$ cat src/rtl/eihc_pkg.sv
// ----------------------------------------------------------------------------
// eihc_pkg
// Constants and category codes of the Ethernet IPv4 header classifier.
// ----------------------------------------------------------------------------
package eihc_pkg;

  localparam int COUNT_WIDTH_DEF = 16;

  localparam logic [15:0] ETH_MIN_TYPE = 16'd1536;
  localparam logic [15:0] ETH_ARP      = 16'h0806;
  localparam logic [15:0] ETH_IPV4     = 16'h0800;
  localparam logic [15:0] ETH_IPV6     = 16'h86DD;

  localparam logic [7:0] PROTO_ICMP = 8'd1;
  localparam logic [7:0] PROTO_TCP  = 8'd6;
  localparam logic [7:0] PROTO_UDP  = 8'd17;

  localparam logic [6:0] ETH_HDR_LEN   = 7'd14;
  localparam logic [6:0] POS_ETYPE_HI  = 7'd12;
  localparam logic [6:0] POS_ETYPE_LO  = 7'd13;
  localparam logic [6:0] POS_IHL       = 7'd14;
  localparam logic [6:0] POS_PROTO     = 7'd23;
  localparam logic [6:0] POS_SRC_IP    = 7'd26;
  localparam logic [6:0] POS_DST_IP    = 7'd30;
  localparam logic [6:0] IP_MIN_LEN    = 7'd34;
  localparam logic [6:0] TCP_NEED      = 7'd14;
  localparam logic [6:0] UDP_NEED      = 7'd4;
  localparam logic [6:0] TCP_FLAGS_OFS = 7'd13;

  localparam logic [2:0] CAT_8023      = 3'd0;
  localparam logic [2:0] CAT_ARP       = 3'd1;
  localparam logic [2:0] CAT_IPV6      = 3'd2;
  localparam logic [2:0] CAT_OTHER_NET = 3'd3;
  localparam logic [2:0] CAT_ICMP      = 3'd4;
  localparam logic [2:0] CAT_TCP       = 3'd5;
  localparam logic [2:0] CAT_UDP       = 3'd6;
  localparam logic [2:0] CAT_OTHER_TP  = 3'd7;

endpackage

$ cat src/rtl/ethernet_ipv4_header_classifier.sv
// ----------------------------------------------------------------------------
// ethernet_ipv4_header_classifier
// Byte-stream Ethernet/IPv4/TCP/UDP header parser with one summary per frame.
//
//   channel | direction | handshake            | payload
//   in      | input     | in_valid / in_stall  | data_byte, last_byte, wire_length
//   out     | output    | out_valid / out_stall| category .. truncated
//
// One byte per cycle unless stalled; out_valid rises in the cycle after last_byte is taken.
// Capture registers update on each transfer; the summary goes to an output
// register, so the input keeps flowing while that register is free or drains.
// in_stall is high only while a summary waits under out_stall.
// Synchronous reset clears the byte counter, the capture registers and output valid.
// ----------------------------------------------------------------------------
module ethernet_ipv4_header_classifier
  import eihc_pkg::*;
#(
  parameter int COUNT_WIDTH = COUNT_WIDTH_DEF
) (
  input  logic        clk,
  input  logic        rst,
  input  logic        in_valid,
  output logic        in_stall,
  input  logic [7:0]  data_byte,
  input  logic        last_byte,
  input  logic [15:0] wire_length,
  output logic        out_valid,
  input  logic        out_stall,
  output logic [2:0]  category,
  output logic [47:0] dst_mac,
  output logic [47:0] src_mac,
  output logic [31:0] dst_ip,
  output logic [31:0] src_ip,
  output logic [15:0] src_port,
  output logic [15:0] dst_port,
  output logic        syn_seen,
  output logic        fin_seen,
  output logic [15:0] frame_length,
  output logic        truncated
);

  localparam logic [COUNT_WIDTH-1:0] COUNT_MAX = '1;

  logic [COUNT_WIDTH-1:0] byte_index, byte_index_next;
  logic [15:0] ether_kind, ether_kind_next;
  logic [3:0]  header_words, header_words_next;
  logic [7:0]  ip_protocol, ip_protocol_next;
  logic [47:0] dest_hw_addr, dest_hw_addr_next;
  logic [47:0] source_hw_addr, source_hw_addr_next;
  logic [31:0] dest_net_addr, dest_net_addr_next;
  logic [31:0] source_net_addr, source_net_addr_next;
  logic [15:0] source_port_reg, source_port_reg_next;
  logic [15:0] dest_port_reg, dest_port_reg_next;
  logic [1:0]  syn_fin_bits, syn_fin_bits_next;

  logic       in_take;
  logic [6:0] tp_ofs;
  logic [6:0] need;
  logic [2:0] cat;
  logic       is_ip, has_ports, is_tcp;

  assign in_stall = out_valid & out_stall;
  assign in_take  = in_valid & ~in_stall;

  always_comb begin
    ether_kind_next      = ether_kind;
    header_words_next    = header_words;
    ip_protocol_next     = ip_protocol;
    dest_hw_addr_next    = dest_hw_addr;
    source_hw_addr_next  = source_hw_addr;
    dest_net_addr_next   = dest_net_addr;
    source_net_addr_next = source_net_addr;
    source_port_reg_next = source_port_reg;
    dest_port_reg_next   = dest_port_reg;
    syn_fin_bits_next    = syn_fin_bits;
    byte_index_next      = (byte_index < COUNT_MAX) ? byte_index + 1'b1 : byte_index;

    for (int i = 0; i < 6; i++) begin
      if (byte_index == COUNT_WIDTH'(i)) dest_hw_addr_next[8*i +: 8] = data_byte;
      if (byte_index == COUNT_WIDTH'(i + 6)) source_hw_addr_next[8*i +: 8] = data_byte;
    end
    for (int i = 0; i < 4; i++) begin
      if (byte_index == COUNT_WIDTH'(POS_SRC_IP) + COUNT_WIDTH'(i))
        source_net_addr_next[8*i +: 8] = data_byte;
      if (byte_index == COUNT_WIDTH'(POS_DST_IP) + COUNT_WIDTH'(i))
        dest_net_addr_next[8*i +: 8] = data_byte;
    end
    if (byte_index == COUNT_WIDTH'(POS_ETYPE_HI)) ether_kind_next[15:8] = data_byte;
    if (byte_index == COUNT_WIDTH'(POS_ETYPE_LO)) ether_kind_next[7:0] = data_byte;
    if (byte_index == COUNT_WIDTH'(POS_IHL)) header_words_next = data_byte[3:0];
    if (byte_index == COUNT_WIDTH'(POS_PROTO)) ip_protocol_next = data_byte;

    // transport offset uses the IHL of this very byte
    tp_ofs = ETH_HDR_LEN + {1'b0, header_words_next, 2'b00};
    if (byte_index == COUNT_WIDTH'(tp_ofs)) source_port_reg_next[15:8] = data_byte;
    else if (byte_index == COUNT_WIDTH'(tp_ofs + 7'd1))
      source_port_reg_next[7:0] = data_byte;
    else if (byte_index == COUNT_WIDTH'(tp_ofs + 7'd2))
      dest_port_reg_next[15:8] = data_byte;
    else if (byte_index == COUNT_WIDTH'(tp_ofs + 7'd3))
      dest_port_reg_next[7:0] = data_byte;
    else if (byte_index == COUNT_WIDTH'(tp_ofs + TCP_FLAGS_OFS))
      syn_fin_bits_next = data_byte[1:0];
  end

  always_comb begin
    need = ETH_HDR_LEN;
    if (ether_kind_next < ETH_MIN_TYPE) cat = CAT_8023;
    else if (ether_kind_next == ETH_ARP) cat = CAT_ARP;
    else if (ether_kind_next == ETH_IPV6) cat = CAT_IPV6;
    else if (ether_kind_next != ETH_IPV4) cat = CAT_OTHER_NET;
    else begin
      need = IP_MIN_LEN;
      if (ip_protocol_next == PROTO_ICMP) cat = CAT_ICMP;
      else if (ip_protocol_next == PROTO_TCP) begin
        cat = CAT_TCP;
        if (tp_ofs + TCP_NEED > IP_MIN_LEN) need = tp_ofs + TCP_NEED;
      end else if (ip_protocol_next == PROTO_UDP) begin
        cat = CAT_UDP;
        if (tp_ofs + UDP_NEED > IP_MIN_LEN) need = tp_ofs + UDP_NEED;
      end else cat = CAT_OTHER_TP;
    end
    is_ip     = cat[2];
    has_ports = (cat == CAT_TCP) || (cat == CAT_UDP);
    is_tcp    = (cat == CAT_TCP);
  end

  always_ff @(posedge clk) begin
    if (rst) begin
      byte_index      <= '0;
      ether_kind      <= '0;
      header_words    <= '0;
      ip_protocol     <= '0;
      dest_hw_addr    <= '0;
      source_hw_addr  <= '0;
      dest_net_addr   <= '0;
      source_net_addr <= '0;
      source_port_reg <= '0;
      dest_port_reg   <= '0;
      syn_fin_bits    <= '0;
    end else if (in_take) begin
      if (last_byte) begin
        byte_index      <= '0;
        ether_kind      <= '0;
        header_words    <= '0;
        ip_protocol     <= '0;
        dest_hw_addr    <= '0;
        source_hw_addr  <= '0;
        dest_net_addr   <= '0;
        source_net_addr <= '0;
        source_port_reg <= '0;
        dest_port_reg   <= '0;
        syn_fin_bits    <= '0;
      end else begin
        byte_index      <= byte_index_next;
        ether_kind      <= ether_kind_next;
        header_words    <= header_words_next;
        ip_protocol     <= ip_protocol_next;
        dest_hw_addr    <= dest_hw_addr_next;
        source_hw_addr  <= source_hw_addr_next;
        dest_net_addr   <= dest_net_addr_next;
        source_net_addr <= source_net_addr_next;
        source_port_reg <= source_port_reg_next;
        dest_port_reg   <= dest_port_reg_next;
        syn_fin_bits    <= syn_fin_bits_next;
      end
    end
  end

  always_ff @(posedge clk) begin
    if (rst) begin
      out_valid <= 1'b0;
    end else if (in_take && last_byte) begin
      out_valid <= 1'b1;
    end else if (!out_stall) begin
      out_valid <= 1'b0;
    end
  end

  always_ff @(posedge clk) begin
    if (in_take && last_byte) begin
      category     <= cat;
      dst_mac      <= dest_hw_addr_next;
      src_mac      <= source_hw_addr_next;
      dst_ip       <= is_ip ? dest_net_addr_next : '0;
      src_ip       <= is_ip ? source_net_addr_next : '0;
      src_port     <= has_ports ? source_port_reg_next : '0;
      dst_port     <= has_ports ? dest_port_reg_next : '0;
      syn_seen     <= is_tcp & syn_fin_bits_next[1];
      fin_seen     <= is_tcp & syn_fin_bits_next[0];
      frame_length <= wire_length;
      // count of bytes is byte_index + 1
      truncated    <= byte_index < COUNT_WIDTH'(need - 7'd1);
    end
  end

endmodule

$ cat config.mk
export PLATFORM = sky130hd
export DESIGN_NAME = ethernet_ipv4_header_classifier
export DESIGN_NICKNAME = d
export VERILOG_FILES = /design/src/rtl/eihc_pkg.sv /design/src/rtl/ethernet_ipv4_header_classifier.sv
export SDC_FILE = /design/constraint.sdc
export NUM_CORES = 1
export LEC_CHECK = 0
export BUFFER_PORTS_ARGS = -buffer_cell sky130_fd_sc_hd__buf_2
export CAP_MARGIN = 20
export CELL_PAD_IN_SITES_DETAIL_PLACEMENT = 0
export CELL_PAD_IN_SITES_GLOBAL_PLACEMENT = 1
export CORE_MARGIN = 10
export CORE_UTILIZATION = 50
export CTS_BUF_LIST = sky130_fd_sc_hd__clkbuf_16
export CTS_CLUSTER_DIAMETER = 80
export DETAILED_ROUTE_END_ITERATION = 7
export GPL_TIMING_DRIVEN = 0
export MAX_ROUTING_LAYER = met4
export PLACE_DENSITY = 0.83
export SYNTH_ARGS = -nofsm -noshare
export SYNTH_HDL_FRONTEND = slang
export SYNTH_SLANG_ARGS = --single-unit
$ cat constraint.sdc
create_clock -name clk -period 14.5 [get_ports clk]
set_input_delay 2.9 -clock clk [delete_from_list [all_inputs] [get_ports clk]]
set_output_delay 2.9 -clock clk [all_outputs]
set_load 0.02 [all_outputs]
==> Word-level counts from Yosys, hierarchy flattened <==
Cells that the tools add are included.
{ "word_totals": {"elab_cells": 151, "output_inout_bits": 216, "inputBits": 29, "ff_bits": 453} }
{ "op_classes": {"n_eq_ne": 37, "n_mux": 67, "reduce_logical": 5, "addsub": 9, "bitwise": 5, "n_lt_le_gt_ge": 5} }
{ "ops": {"columns": ["cell", "count"], "rows": [
  ["2-to-1 mux 8 bit", 30],
  ["equality test 16 x 4 -> 1 bit, second input constant", 7],
  ["equality test 16 x 5 -> 1 bit, second input constant", 7],
  ["2-to-1 mux 16 bit", 7],
  ["2-to-1 mux 48 bit", 2],
  ["equality test 16 x 3 -> 1 bit, second input constant", 4],
  ["equality test 16 x 8 -> 1 bit", 4],
  ["2-to-1 mux 32 bit", 2],
  ["2-to-1 mux 7 bit", 9],
  ["equality test 16 x 2 -> 1 bit, second input constant", 2],
  ["equality test 16 x 6 -> 1 bit, second input constant", 2],
  ["adder 16 x 1 -> 16 bit, second input constant", 1],
  ["adder 7 x 2 -> 8 bit, second input constant", 2],
  ["equality test 16 x 1 -> 1 bit, second input constant", 1],
  ["equality test 16 x 12 -> 1 bit, second input constant", 1],
  ["equality test 16 bit, second input constant", 1],
  ["equality test 16 x 7 -> 1 bit", 1],
  ["zero test 16 bit", 1],
  ["less-than comparator 16 x 11 -> 1 bit, second input constant", 1],
  ["less-than comparator 16 bit", 1],
  ["less-than comparator 16 bit, second input constant", 1],
  ["2-to-1 mux 2 bit", 8],
  ["!= test 16 x 12 -> 1 bit, second input constant", 1],
  ["greater-than comparator 7 x 6 -> 1 bit, second input constant", 2],
  ["other kinds (20)", 30]
]} }

==> Logic depth before layout (Yosys ltp) <==
Gate-level depths: netlist (run 1).
{ "logic_depth": {"ltp_word": 15, "mapped_depth": 26, "ltp_nobuf": 26} }

==> Worst setup path before layout (run 1) <==
OpenSTA, ideal clock, no wires.
{ "synth_path": {"kind": "input to register", "startpoint": "in out_stall", "endpoint": "reg byte_index[10]", "arrival_time_ns": 8.680, "stages": 9, "setup_ns": 0.128, "path_slack_ns": 5.692, "n_path_buf": 3, "required_ns": 14.372, "path_cell_list": "nand2_1 > and2_1 > clkbuf_1 > nand2_1 > inv_1 > or2_2 > clkbuf_1 > clkbuf_1 > nor2_1"} }
{ "synth_via": {"elab_chain_len": 4} }
{ "synth_lines": {"columns": ["element", "line", "rtl"], "rows": [
  ["start: declaration", "ethernet_ipv4_header_classifier.sv:28", "input logic out_stall,"],
  ["bitwise AND 1 bit", "ethernet_ipv4_header_classifier.sv:62", "assign in_stall = out_valid & out_stall;"],
  ["NOT 1 bit", "ethernet_ipv4_header_classifier.sv:63", "assign in_take = in_valid & ~in_stall;"],
  ["bitwise AND 1 bit", "ethernet_ipv4_header_classifier.sv:63", null],
  ["AND reduction 2 bit (no line)", null, null],
  ["end signal: assignment", "ethernet_ipv4_header_classifier.sv:155", "byte_index <= byte_index_next;"],
  ["end: declaration", "ethernet_ipv4_header_classifier.sv:44", "logic [COUNT_WIDTH-1:0] byte_index, byte_index_next;"]
]} }
Every way passes these cells.
A chain may end at the register's enable or synchronous reset.

==> Worst setup path in the final report (run 1) <==
{ "layout_path": {"startpoint": "in data_byte[2]", "endpoint": "reg truncated (data pin)"} }
{ "layout_via": {"elab_chain_len": 14, "word_cells_on_any_way": 27, "cone_classes": "add/sub (4); order compare (4); eq/ne (6); mux (13)"} }
{ "layout_lines": {"columns": ["element", "line", "rtl"], "rows": [
  ["start: declaration", "ethernet_ipv4_header_classifier.sv:24", "input logic [7:0] data_byte,"],
  ["2-to-1 mux 4 bit", "ethernet_ipv4_header_classifier.sv:90", "if (byte_index == COUNT_WIDTH'(POS_IHL)) header_words_next = data_byte[3:0];"],
  ["adder 4 x 6 -> 7 bit", "ethernet_ipv4_header_classifier.sv:94", "tp_ofs = ETH_HDR_LEN + {1'b0, header_words_next, 2'b00};"],
  ["adder 7 x 3 -> 7 bit", "ethernet_ipv4_header_classifier.sv:120", "if (tp_ofs + UDP_NEED > IP_MIN_LEN) need = tp_ofs + UDP_NEED;"],
  ["greater-than comparator 7 x 6 -> 1 bit", "ethernet_ipv4_header_classifier.sv:120", null],
  ["2-to-1 mux 7 bit", "ethernet_ipv4_header_classifier.sv:120", null],
  ["2-to-1 mux 7 bit", "ethernet_ipv4_header_classifier.sv:118", "end else if (ip_protocol_next == PROTO_UDP) begin"],
  ["2-to-1 mux 7 bit", "ethernet_ipv4_header_classifier.sv:115", "else if (ip_protocol_next == PROTO_TCP) begin"],
  ["2-to-1 mux 7 bit", "ethernet_ipv4_header_classifier.sv:114", "if (ip_protocol_next == PROTO_ICMP) cat = CAT_ICMP;"],
  ["2-to-1 mux 7 bit", "ethernet_ipv4_header_classifier.sv:111", "else if (ether_kind_next != ETH_IPV4) cat = CAT_OTHER_NET;"],
  ["2-to-1 mux 7 bit", "ethernet_ipv4_header_classifier.sv:110", "else if (ether_kind_next == ETH_IPV6) cat = CAT_IPV6;"],
  ["2-to-1 mux 7 bit", "ethernet_ipv4_header_classifier.sv:109", "else if (ether_kind_next == ETH_ARP) cat = CAT_ARP;"],
  ["2-to-1 mux 7 bit *", "ethernet_ipv4_header_classifier.sv:108", "if (ether_kind_next < ETH_MIN_TYPE) cat = CAT_8023;"],
  ["subtractor 7 x 1 -> 8 bit *", "ethernet_ipv4_header_classifier.sv:193", "truncated <= byte_index < COUNT_WIDTH'(need - 7'd1);"],
  ["less-than comparator 16 bit *", "ethernet_ipv4_header_classifier.sv:193", null],
  ["end signal: assignment", "ethernet_ipv4_header_classifier.sv:193", null],
  ["end: declaration", "ethernet_ipv4_header_classifier.sv:39", "output logic truncated"]
]} }
Every way passes the cells marked *; elsewhere a longest branch is shown, timed or not.

==> impl_results.md, run 1 <==
* Remaining Overflow, GRT at 0
* Met3 WL at between 4 and 5 mm
* Async SR Flop Fraction at 0
* Placed wire-length estimate after detailed placement at roughly 40 mm
* # DRC at 0
* Final cell area excluding filler cells at 0.02276 sq mm
* Final Slew Violations at 0
* Post-layout power at about 0.0027 W
* Number of nets with antenna violations after detailed routing at 0
* Worst hold path endpoint: dest_port_reg[1]
* Capture point of the worst reg-to-reg path: truncated
* Tcrit/Tclk final at 0.5294
* Power density cells at roughly 120 mW/mm^2
* Critical path capture point type: register
* Reg-to-reg critical path startpoint: byte_index[7]
* Status: completed
* Y dimension of the die at 216.5 microns
* Drt pass-1 iters at 7
* RePlAce Congestion at roughly 0.9
* Worst hold-check path type: register to register
* Required time at the worst-slack endpoint at between 10 and 15 ns
* Startpoint of the tightest hold check path: dest_port_reg[1]
* Top layer used by detailed routing: met4
* Row Count at between 70 and 80
* R2R depth at 26
* Global-route wire length before repair at 86.19 mm
* Fmax at roughly 0.13 GHz
* Unrepaired setup endpoints after global routing: false
* Maximum number of pins on one net before global-route repair at between 100 and 150
* Kind of start point of the critical path: input pin
* Top-level I/O count at ~250
* Post-synthesis sequential area ratio at 0.5806
* Number of enable flip-flop cells after synthesis at ~210
* Final-report hold violation count at 0
* Placed Instance Area at ~0.021 sq mm
* Slew HR at 0.2939
* Via density at roughly 5.8
* Number of violations of the max-capacitance limit at 0
* Vias after detailed routing at between 10k and 15k
* First-iteration detailed-routing DRC count at 1175
* Fill cell count at approximately 3.2k
* Dpl ws at 6.320 ns
* Crit path max fanout at 7
* Average wire length per cell after detail routing at between 20 and 25 microns
* Number of antenna violations at the first check in global routing at 2
* Met2 routed WL at around 27 mm
* Clock tree from TritonCTS: yes
* Post-synth top flop: sky130_fd_sc_hd__dfxtp_1
* LEAKAGE at around 8.2 nW
* Clk pin slew, worst setup/hold paths at roughly 0.060 ns
* Synthesis Warnings at 0
* Post-Synthesis Cells at 1718
* Source-to-sink clock delay at the later pin of the worst-skew pair at around 0.59 ns
* Number of global-route vias before repair at between 10k and 15k
* DRT met1 WL at about 25 mm
* Total Negative Setup Slacks at 0 ns
* Total wire length at between 50 and 60 mm
* Area added between synthesis and finish at 17.89%
* Leading cell type in the layout, fill and taps excluded: sky130_fd_sc_hd__nor2_1
* Worst clock skew on the final layout at 0.02550 ns
* Count of nets after finishing at ~2.1k
* Fraction of final layout cells sized beyond drive strength 1 at 0.2134
* Post-Synthesis Cell Area at between 0.015 and 0.02 sq mm
* Clock Path Buffers at 3
* Core Region at roughly 0.038 sq mm
* Post-route minimum period at roughly 7.7 ns
* Worst endpoint data arrival time at 8.12 ns
* Count of input and output buffers at between 200 and 250
* Die width at between 200 and 250 microns
* Cell depth of the worst hold path at 1
* Tightest Pin Transition at 1.055 ns
* Type of the worst setup path: input pin to register
* Post-CTS Setup Repair Bufs at 0
* Post-cts sizing count at 0
* Number of setup violations in the final report at 0
* Synth Register Bits at around 450
* Hold-fix buffers, CTS at 0
* CTS root buffer: sky130_fd_sc_hd__clkbuf_16
* Synth cell types at 70
* WHS at 0.4632 ns
* Initial cell density of the core at 0.5102
* FF-to-FF setup slack at ~7.6 ns
* Worst ir drop on vdd at 0.08630 mV
* Crit path setup slack, layout at 6.824 ns
* Clock buffer count from CTS at between 40 and 50
* Area enclosed by the die boundary at 0.04688 sq mm
* Number of H-tree branching levels at 2
* Average size of a mapped cell at 11.24 sq um
* Global Route Usage Sum at 0.2435
* Clock tree sinks at between 400 and 500
* Top library cells by usage in the layout, fill and taps aside: sky130_fd_sc_hd__nor2_1, sky130_fd_sc_hd__buf_2, sky130_fd_sc_hd__dfxtp_1, sky130_fd_sc_hd__edfxtp_1, sky130_fd_sc_hd__a22oi_1
==> how the worst max path moves through the flow <==
stage	start	end	cells after the start
after floorplan	out_stall	byte_index[10]	9
after global placement	out_stall	dest_port_reg[4]	10
after detailed placement	data_byte[2]	truncated	23
after CTS	data_byte[2]	truncated	23
after global routing	data_byte[2]	truncated	23
final	data_byte[2]	truncated	23
==> metal layers <==
metal  track usage  vias to the layer above
met4       0.07644                        0
met1        0.3106                     7221
met3       0.04596                      111
met2        0.3867                      600
li1              -                     6899
met5             -                        -
==> area by class of cell <==
cell class | count | area [sq um] | share of cell area
Inverter | 14 | 60.06 | 0.002638
Clock buffer | 48 | 1201 | 0.05277
Buffer | 124 | 498.0 | 0.02188
Sequential cell | 453 | 11210 | 0.4925
Tap cell | 511 | 639.4 | 0.02809
Multi-Input combinational cell | 1135 | 7577 | 0.3329
Clock inverter | 40 | 332.8 | 0.01462
Timing Repair Buffer | 243 | 1239 | 0.05442
Antenna cell | 2 | 5.005 | 0.0002199
==> worst max-delay path, stage by stage <==
cell                        delay (ns)
sky130_fd_sc_hd__buf_2            0.14
sky130_fd_sc_hd__inv_1            0.19
sky130_fd_sc_hd__o21ai_1          0.29
sky130_fd_sc_hd__ha_1             0.33
sky130_fd_sc_hd__nand2_1          0.07
sky130_fd_sc_hd__a41oi_1          0.05
sky130_fd_sc_hd__a311oi_1         0.52
sky130_fd_sc_hd__xor2_1           0.48
sky130_fd_sc_hd__ha_1             0.36
sky130_fd_sc_hd__nand2_1          0.12
sky130_fd_sc_hd__xnor2_1          0.17
sky130_fd_sc_hd__and2_1           0.23
sky130_fd_sc_hd__o31a_1           0.25
sky130_fd_sc_hd__nor2_1           0.10
sky130_fd_sc_hd__ha_1             0.25
sky130_fd_sc_hd__ha_1             0.27
sky130_fd_sc_hd__a21o_1           0.15
sky130_fd_sc_hd__a21o_1           0.16
sky130_fd_sc_hd__a21o_1           0.16
sky130_fd_sc_hd__a21o_1           0.17
sky130_fd_sc_hd__a2111oi_0        0.51
sky130_fd_sc_hd__o211ai_1         0.16
sky130_fd_sc_hd__nand2_1          0.08
==> power by group <==
| part | switching, W | internal, W |
|---|---|---|
| Sequential | 0.00000755 | 0.00136 |
| Combinational | 0.000128 | 0.0000329 |
| Clock | 0.000504 | 0.000693 |
| Total | 0.000640 | 0.00208 |
==> synth_stat cells, drive strengths merged, types with 24 or more instances <==
| library cell | count | area share |
|---|---|---|
| nand3 | 34 | 0.0091 |
| o21ai | 41 | 0.011 |
| edfxtp | 214 | 0.33 |
| clkbuf | 102 | 0.020 |
| nor2 | 335 | 0.065 |
| mux2i | 106 | 0.055 |
| nand2 | 49 | 0.0095 |
| nor3 | 24 | 0.0065 |
| ha | 26 | 0.017 |
| dfxtp | 239 | 0.25 |
| mux2 | 99 | 0.058 |
| a22oi | 185 | 0.072 |
| a21oi | 41 | 0.011 |
==> cell families after synthesis <==
group           Yosys count  synth area share
simple gates            541            0.1275
flops                   453            0.5806
compound gates          324            0.1177
mux                     205            0.1127
buf+inv                 138           0.02851
xor+xnor                 30           0.01588
fa+ha+maj                26           0.01685
other cells               1         0.0001942
==> stage by stage <==
step	utilization	cells
3_3_place_gp	0.5599	2479
4_1_cts	0.6014	2568
6_report	0.6015	2570
3_5_place_dp	0.5608	2480
5_1_grt	0.6015	2570
2_1_floorplan	-	1726
Power figures use the tool's default switching activity.
==> run 2, diff against run 1 <==
- CORE_UTILIZATION: 50 -> 46
- PLACE_DENSITY: 0.83 -> 0.77
- clock period: 14.5 -> 7.75 ns (I/O delays scaled with it)
==> run 2 against run 1 <==
  * Wire length increased by 2.0%
  * Core utilization decreased by 5.7 points
  * Die area increased by 7.9%
  * Clock-buffer cell count decreased by 1
  * First-iteration DRC count increased by 14%
  * Worst setup slack got worse by 6.0 ns
  * Critical path type is now register to register
  * Largest power group unchanged
==> impl_results.md, run 2 (synthesized netlist as in run 1, its figures left out) <==
* Status: completed
* Cell depth of the worst hold path at 1 (unchanged)
* R2R depth at 26 (unchanged)
* Post-cts sizing count at 0 (unchanged)
* Type of the worst setup path: register to register
* Reg-to-reg critical path startpoint: byte_index[7]
* Initial cell density of the core at 0.4624 (-0.04783)
* Global Route Usage Sum at 0.2331 (-0.01047)
* Row Count at 75 (+5.6%)
* Die width at 224.9 microns (+3.9%)
* Number of violations of the max-capacitance limit at 0 (unchanged)
* Dominant delay contributor by cell family on the critical path: compound AO/OA/AOI/OAI gates
* Number of H-tree branching levels at 2 (unchanged)
* Worst hold-check path type: register to register
* Worst ir drop on vdd at 0.1722 mV (+100%)
* Vias after detailed routing at 14.80k (-0.19%)
* Number of nets with antenna violations after detailed routing at 0 (unchanged)
* Leading cell type in the layout, fill and taps excluded: sky130_fd_sc_hd__nor2_1
* Total Negative Setup Slacks at 0 ns (unchanged)
* Post-layout power at 0.005041 W (+85%)
* LEAKAGE at 8.187 nW (-0.14%)
* Worst hold path endpoint: dest_port_reg[12]
* Slew HR at 0.2530 (-0.04089)
* Top-level I/O count at 245 (unchanged)
* Fmax at 0.1440 GHz
* Power density cells at 221.6 mW/mm^2 (+85%)
* Number of global-route vias before repair at 14.38k (+0.81%)
* RePlAce Congestion at 0.9048 (+0.47%)
* Capture point of the worst reg-to-reg path: truncated
* Area added between synthesis and finish at 17.81% (about the same)
* Critical path capture point type: register
* Source-to-sink clock delay at the later pin of the worst-skew pair at 0.60 ns (about the same)
* Placed wire-length estimate after detailed placement at 41.28 mm (+2.3%)
* Sequential Area at 0.01121 sq mm (unchanged)
* Number of setup violations in the final report at 0 (unchanged)
* Worst Path Buf+Inv at 3 (+1)
* Final-report hold violation count at 0 (unchanged)
* Worst endpoint data arrival time at 7.40 ns (-0.72 ns)
* Unrepaired setup endpoints after global routing: false
* Final Slew Violations at 0 (unchanged)
* Hold-fix buffers, CTS at 0 (unchanged)
* Y dimension of the die at 224.9 microns (+3.9%)
* Top library cells by usage in the layout, fill and taps aside: sky130_fd_sc_hd__nor2_1, sky130_fd_sc_hd__buf_2, sky130_fd_sc_hd__dfxtp_1, sky130_fd_sc_hd__edfxtp_1, sky130_fd_sc_hd__a22oi_1
* Post-route minimum period at about 6.9 ns
* Number of antenna violations at the first check in global routing at 3 (+1)
* Crit path largest cell delay at 0.69 ns (+0.17 ns)
* Via density at 5.696 (-1.3%)
* CTS root buffer: sky130_fd_sc_hd__clkbuf_16
* Fill cell count at 3672 (+15%)
* Count of input and output buffers at 242 (unchanged)
* Area of the multi-input gates at 0.007577 sq mm (unchanged)
* Post-CTS Setup Repair Bufs at 0 (unchanged)
* Count of nets after finishing at 2073 (unchanged)
* Crit path max fanout at 10 (+3)
* Fraction of final layout cells sized beyond drive strength 1 at 0.2120 (-0.001458)
* FF-to-FF setup slack at 0.80 ns (-6.75 ns)
* Drt pass-1 iters at 6 (-1)
* Max stage delay cell, worst path: sky130_fd_sc_hd__nor4_4
* Worst clock skew on the final layout at 0.01542 ns (-0.01007 ns)
* Tightest Pin Transition at 1.116 ns (+0.06111 ns)
* # DRC at 0 (unchanged)
* Clock buffer count from CTS at 47 (unchanged)
* Utilization after layout at 0.5447 (-0.05678)
* Placed Instance Area at 0.02126 sq mm (+0.16%)
* Area enclosed by the die boundary at 0.05057 sq mm (+7.9%)
* First-iteration detailed-routing DRC count at 1337 (+14%)
* Maximum number of pins on one net before global-route repair at 122 (+8.9%)
* Clk pin slew, worst setup/hold paths at 0.06 ns (about the same)
* Required time at the worst-slack endpoint at 8.21 ns (-6.73 ns)
* Clock Path Buffers at 3 (unchanged)
* Clock tree sinks at 453 (unchanged)
* Startpoint of the tightest hold check path: dest_port_reg[12]
* Kind of start point of the critical path: register
* Final cell area excluding filler cells at 0.02275 sq mm (about the same)
* Clock tree from TritonCTS: yes
* Core Region at 0.04176 sq mm (+10%)
* Total wire length at 58.91 mm (+2.0%)
* Average wire length per cell after detail routing at 22.67 microns (+0.85%)
* Tcrit/Tclk final at 0.8963
* Global-route wire length before repair at 87.84 mm (+1.9%)
* Remaining Overflow, GRT at 0 (unchanged)
[run 2: how the worst max path moves through the flow]
stage / slack, ns / end / cells past startpoint / from
floorplan: 0.29 / byte_index[10] / 9 / out_stall
finish: 0.80 / truncated / 26 / byte_index[7]
global placement: -2.54 / byte_index[6] / 10 / out_stall
detailed placement: 0.85 / truncated / 26 / byte_index[7]
CTS: 0.82 / truncated / 26 / byte_index[7]
global route: 0.32 / truncated / 26 / byte_index[7]
[run 2: through the flow]
| step | instances | hold WS (ns) | setup WS (ns) |
|---|---|---|---|
| 3_3_place_gp | 2507 | 0.4444 | -2.537 |
| 2_1_floorplan | 1726 | 0.4317 | 0.2921 |
| 4_1_cts | 2596 | 0.4663 | 0.8236 |
| 6_report | 2599 | 0.4636 | 0.8034 |
| 3_5_place_dp | 2508 | 0.4471 | 0.8538 |
| 5_1_grt | 2599 | 0.4743 | 0.3233 |
[run 2: final cells by class]
type,count,share of cell area
Antenna cell,3,0.0003300
Buffer,124,0.02189
Clock buffer,47,0.05171
Clock inverter,41,0.01337
Inverter,14,0.002640
Multi-Input combinational cell,1135,0.3331
Sequential cell,453,0.4929
Tap cell,539,0.02965
Timing Repair Buffer,243,0.05446
[run 2: routing by layer]
metal / track usage / part of all wire
met5: - / 0
met3: 0.04806 / 0.074
met1: 0.2985 / 0.43
met2: 0.3628 / 0.47
met4: 0.07896 / 0.032
[run 2: power by group]
part	leakage [nW]	switching, W	internal [W]
clock	0.763	0.000968	0.00121
combinational	3.43	0.000241	0.0000616
sequential	3.99	0.0000155	0.00254
==> run 3, diff against run 2 <==
==> constraint.sdc (replaced) <==
create_clock -name clk -period 7.75 [get_ports clk]
set_input_delay 0 -clock clk [delete_from_list [all_inputs] [get_ports clk]]
set_output_delay 0 -clock clk [all_outputs]
set_load 0.02 [all_outputs]
==> run 3 against run 2 <==
  * Clock skew shrank 0.0025 ns
  * Cell count increased by 0.69%
  * Die area stayed put
  * Via count up 0.47%
  * Global-route usage up 0.098 points
  * First-iteration DRC count up 2.8%
  * Worst hold slack lost 0.44 ns
  * Largest cell class unchanged
==> impl_results.md, run 3 (synthesized netlist as in run 1, its figures left out) <==
* Clock buffer count from CTS at 47 (unchanged)
* Maximum number of pins on one net before global-route repair at 122 (unchanged)
* Flop pwr share at 0.507 (about the same)
* Cell depth of the worst hold path at 3 (+2)
* Worst endpoint data arrival time at 7.44 ns (+0.04 ns)
* Type of the worst setup path: register to register
* Global-route wire length before repair at 88.31 mm (+0.54%)
* Tcrit/Tclk final at 0.9009 (+0.004572)
* Placed Instance Area at 0.02126 sq mm (unchanged)
* Share of power burned in combinational logic at 0.061 (about the same)
* Number of violations of the max-capacitance limit at 0 (unchanged)
* Top library cells by usage in the layout, fill and taps aside: sky130_fd_sc_hd__nor2_1, sky130_fd_sc_hd__buf_2, sky130_fd_sc_hd__dfxtp_1, sky130_fd_sc_hd__edfxtp_1, sky130_fd_sc_hd__a22oi_1
* Core Region at 0.04176 sq mm (unchanged)
* Sw Ratio at 0.2427 (about the same)
* Fraction of final layout cells sized beyond drive strength 1 at 0.2100 (-0.001940)
* Max stage delay cell, worst path: sky130_fd_sc_hd__nor4_4
* # DRC at 0 (unchanged)
* Y dimension of the die at 224.9 microns (unchanged)
* Row Count at 75 (unchanged)
* Slew HR at 0.2664 (+0.01337)
* Worst hold path endpoint: syn_fin_bits[0]
* Capture point of the worst reg-to-reg path: truncated
* Utilization after layout at 0.5492 (+0.004494)
* Count of nets after finishing at 2092 (+0.92%)
* Critical path capture point type: register
* Clock share of power at 0.432 (about the same)
* Total wire length at 59.09 mm (+0.31%)
* Number of antenna violations at the first check in global routing at 2 (-1)
* Post-layout power at 0.005048 W (+0.13%)
* Fmax at 0.1432 GHz (-0.51%)
* Startpoint of the tightest hold check path: rst
* Dpl ws at 0.8538 ns (unchanged)
* Number of nets with antenna violations after detailed routing at 0 (unchanged)
* Final-report hold violation count at 0 (unchanged)
* LEAKAGE at 8.266 nW (+0.97%)
* Vias after detailed routing at 14.87k (+0.47%)
* Crit path largest cell delay at 0.70 ns (about the same)
* Count of input and output buffers at 242 (unchanged)
* Crit path setup slack, layout at 0.7680 ns (-0.03543 ns)
* Area enclosed by the die boundary at 0.05057 sq mm (unchanged)
* Via density at 5.683 (-0.22%)
* Kind of start point of the critical path: register
* WHS at 0.01960 ns (-0.4440 ns)
* Internal power contribution at 0.003823 W (+0.16%)
* Worst hold-check path type: input pin to register
* Initial cell density of the core at 0.4624 (unchanged)
* Net switching component of the power at 0.001225 W (about the same)
* Post-cts sizing count at 0 (unchanged)
* RePlAce Congestion at 0.9048 (unchanged)
* Clock Path Buffers at 3 (unchanged)
* Average wire length per cell after detail routing at 22.58 microns (-0.38%)
* Required time at the worst-slack endpoint at 8.21 ns (about the same)
* Final cell area excluding filler cells at 0.02293 sq mm (+0.83%)
* Drt pass-1 iters at 6 (unchanged)
* Reg-to-reg critical path startpoint: byte_index[7]
* Area added between synthesis and finish at 18.78%
* Placed wire-length estimate after detailed placement at 41.28 mm (unchanged)
* Number of setup violations in the final report at 0 (unchanged)
* Number of global-route vias before repair at 14.49k (+0.72%)
* Power density cells at 220.1 mW/mm^2 (-0.69%)
* Source-to-sink clock delay at the later pin of the worst-skew pair at 0.60 ns (about the same)
* Unrepaired setup endpoints after global routing: false
* Worst clock skew on the final layout at 0.01296 ns (-0.002457 ns)
* Top-level I/O count at 245 (unchanged)
* Tightest Pin Transition at 1.096 ns (-0.01998 ns)
* Global Route Usage Sum at 0.2340 (+0.0009820)
* Leading cell type in the layout, fill and taps excluded: sky130_fd_sc_hd__nor2_1
* Die width at 224.9 microns (unchanged)
* Remaining Overflow, GRT at 0 (unchanged)
* Number of H-tree branching levels at 2 (unchanged)
* Clock tree from TritonCTS: yes
* Clock tree sinks at 453 (unchanged)
* Crit path max fanout at 10 (unchanged)
* First-iteration detailed-routing DRC count at 1374 (+2.8%)
* FF-to-FF setup slack at 0.77 ns (-0.04 ns)
* Status: completed
* Clk pin slew, worst setup/hold paths at 0.06 ns (about the same)
* Final Slew Violations at 0 (unchanged)
* CTS root buffer: sky130_fd_sc_hd__clkbuf_16
* Fill cell count at 3652 (-0.54%)
* R2R depth at 26 (unchanged)
* Post-route minimum period at 6.982 ns (+0.03543 ns)
* Worst ir drop on vdd at 0.1715 mV (-0.41%)
==> run 3: cell count changes in the layout (fill, tap and decap cells not counted) <==
cell / before / now
sky130_fd_sc_hd__diode_2: 3 / 2
sky130_fd_sc_hd__dlygate4sd3_1: 0 / 19
==> run 3: worst max-delay path by stage <==
stage,start,slack (ns),depth (start not counted),end
after global routing,byte_index[7],0.32,26,truncated
after floorplan,out_valid,1.46,9,byte_index[10]
after detailed placement,byte_index[7],0.85,26,truncated
after global placement,out_valid,-1.19,9,byte_index[6]
final,byte_index[7],0.77,26,truncated
after CTS,byte_index[7],0.82,26,truncated
==> run 3: metal layers <==
metal	global-route usage	up-vias	wire length (microns)
met2	0.3650	600	27630
met3	0.04728	123	4429
met1	0.3000	7210	25190
met5	-	-	0
li1	-	6940	-
met4	0.07896	0	1840
==> run 3: worst max-delay path: cells and delay by family (launching register included) <==
family                   cells  cell delay [ns]
XOR/XNOR                     2             0.72
flip-flops                   1             0.31
AND/OR/NAND/NOR              7             1.76
buffers and inverters        3             0.57
multiplexers                 1             0.35
AO/OA/AOI/OAI                9             2.00
adder cells (fa/ha/maj)      4             1.12
==> run 3: final cells by class <==
type | instances | area [sq um] | area share
clock inverter | 41 | 304.0 | 0.01326
tap | 539 | 674.4 | 0.02941
inverter | 14 | 60.06 | 0.002619
sequential | 453 | 11210 | 0.4888
multi-input combinational | 1135 | 7577 | 0.3304
antenna | 2 | 5.005 | 0.0002182
clock buffer | 47 | 1176 | 0.05128
buffer | 124 | 498.0 | 0.02171
timing repair buffer | 262 | 1429 | 0.06230
==> run 3: stage by stage <==
step           TNS (ns)  instances
3_3_place_gp     -45.26       2507
5_1_grt               0       2617
6_report              0       2617
3_5_place_dp          0       2508
2_1_floorplan         0       1726
4_1_cts               0       2615
==> run 3: repair_timing <==
item	CTS	global route
hold endpoints to repair	21	0
hold buffers	19	0
setup buffers	0	0
==> run 3: power groups by stage <==
stage          registers [W]  logic, W  clock network [W]
2_1_floorplan        0.00267  0.000115                  0
6_report             0.00256  0.000310            0.00218
4_1_cts              0.00256  0.000310            0.00221
5_1_grt              0.00256  0.000330            0.00231
3_3_place_gp         0.00262  0.000296                  0
3_5_place_dp         0.00261  0.000302                  0
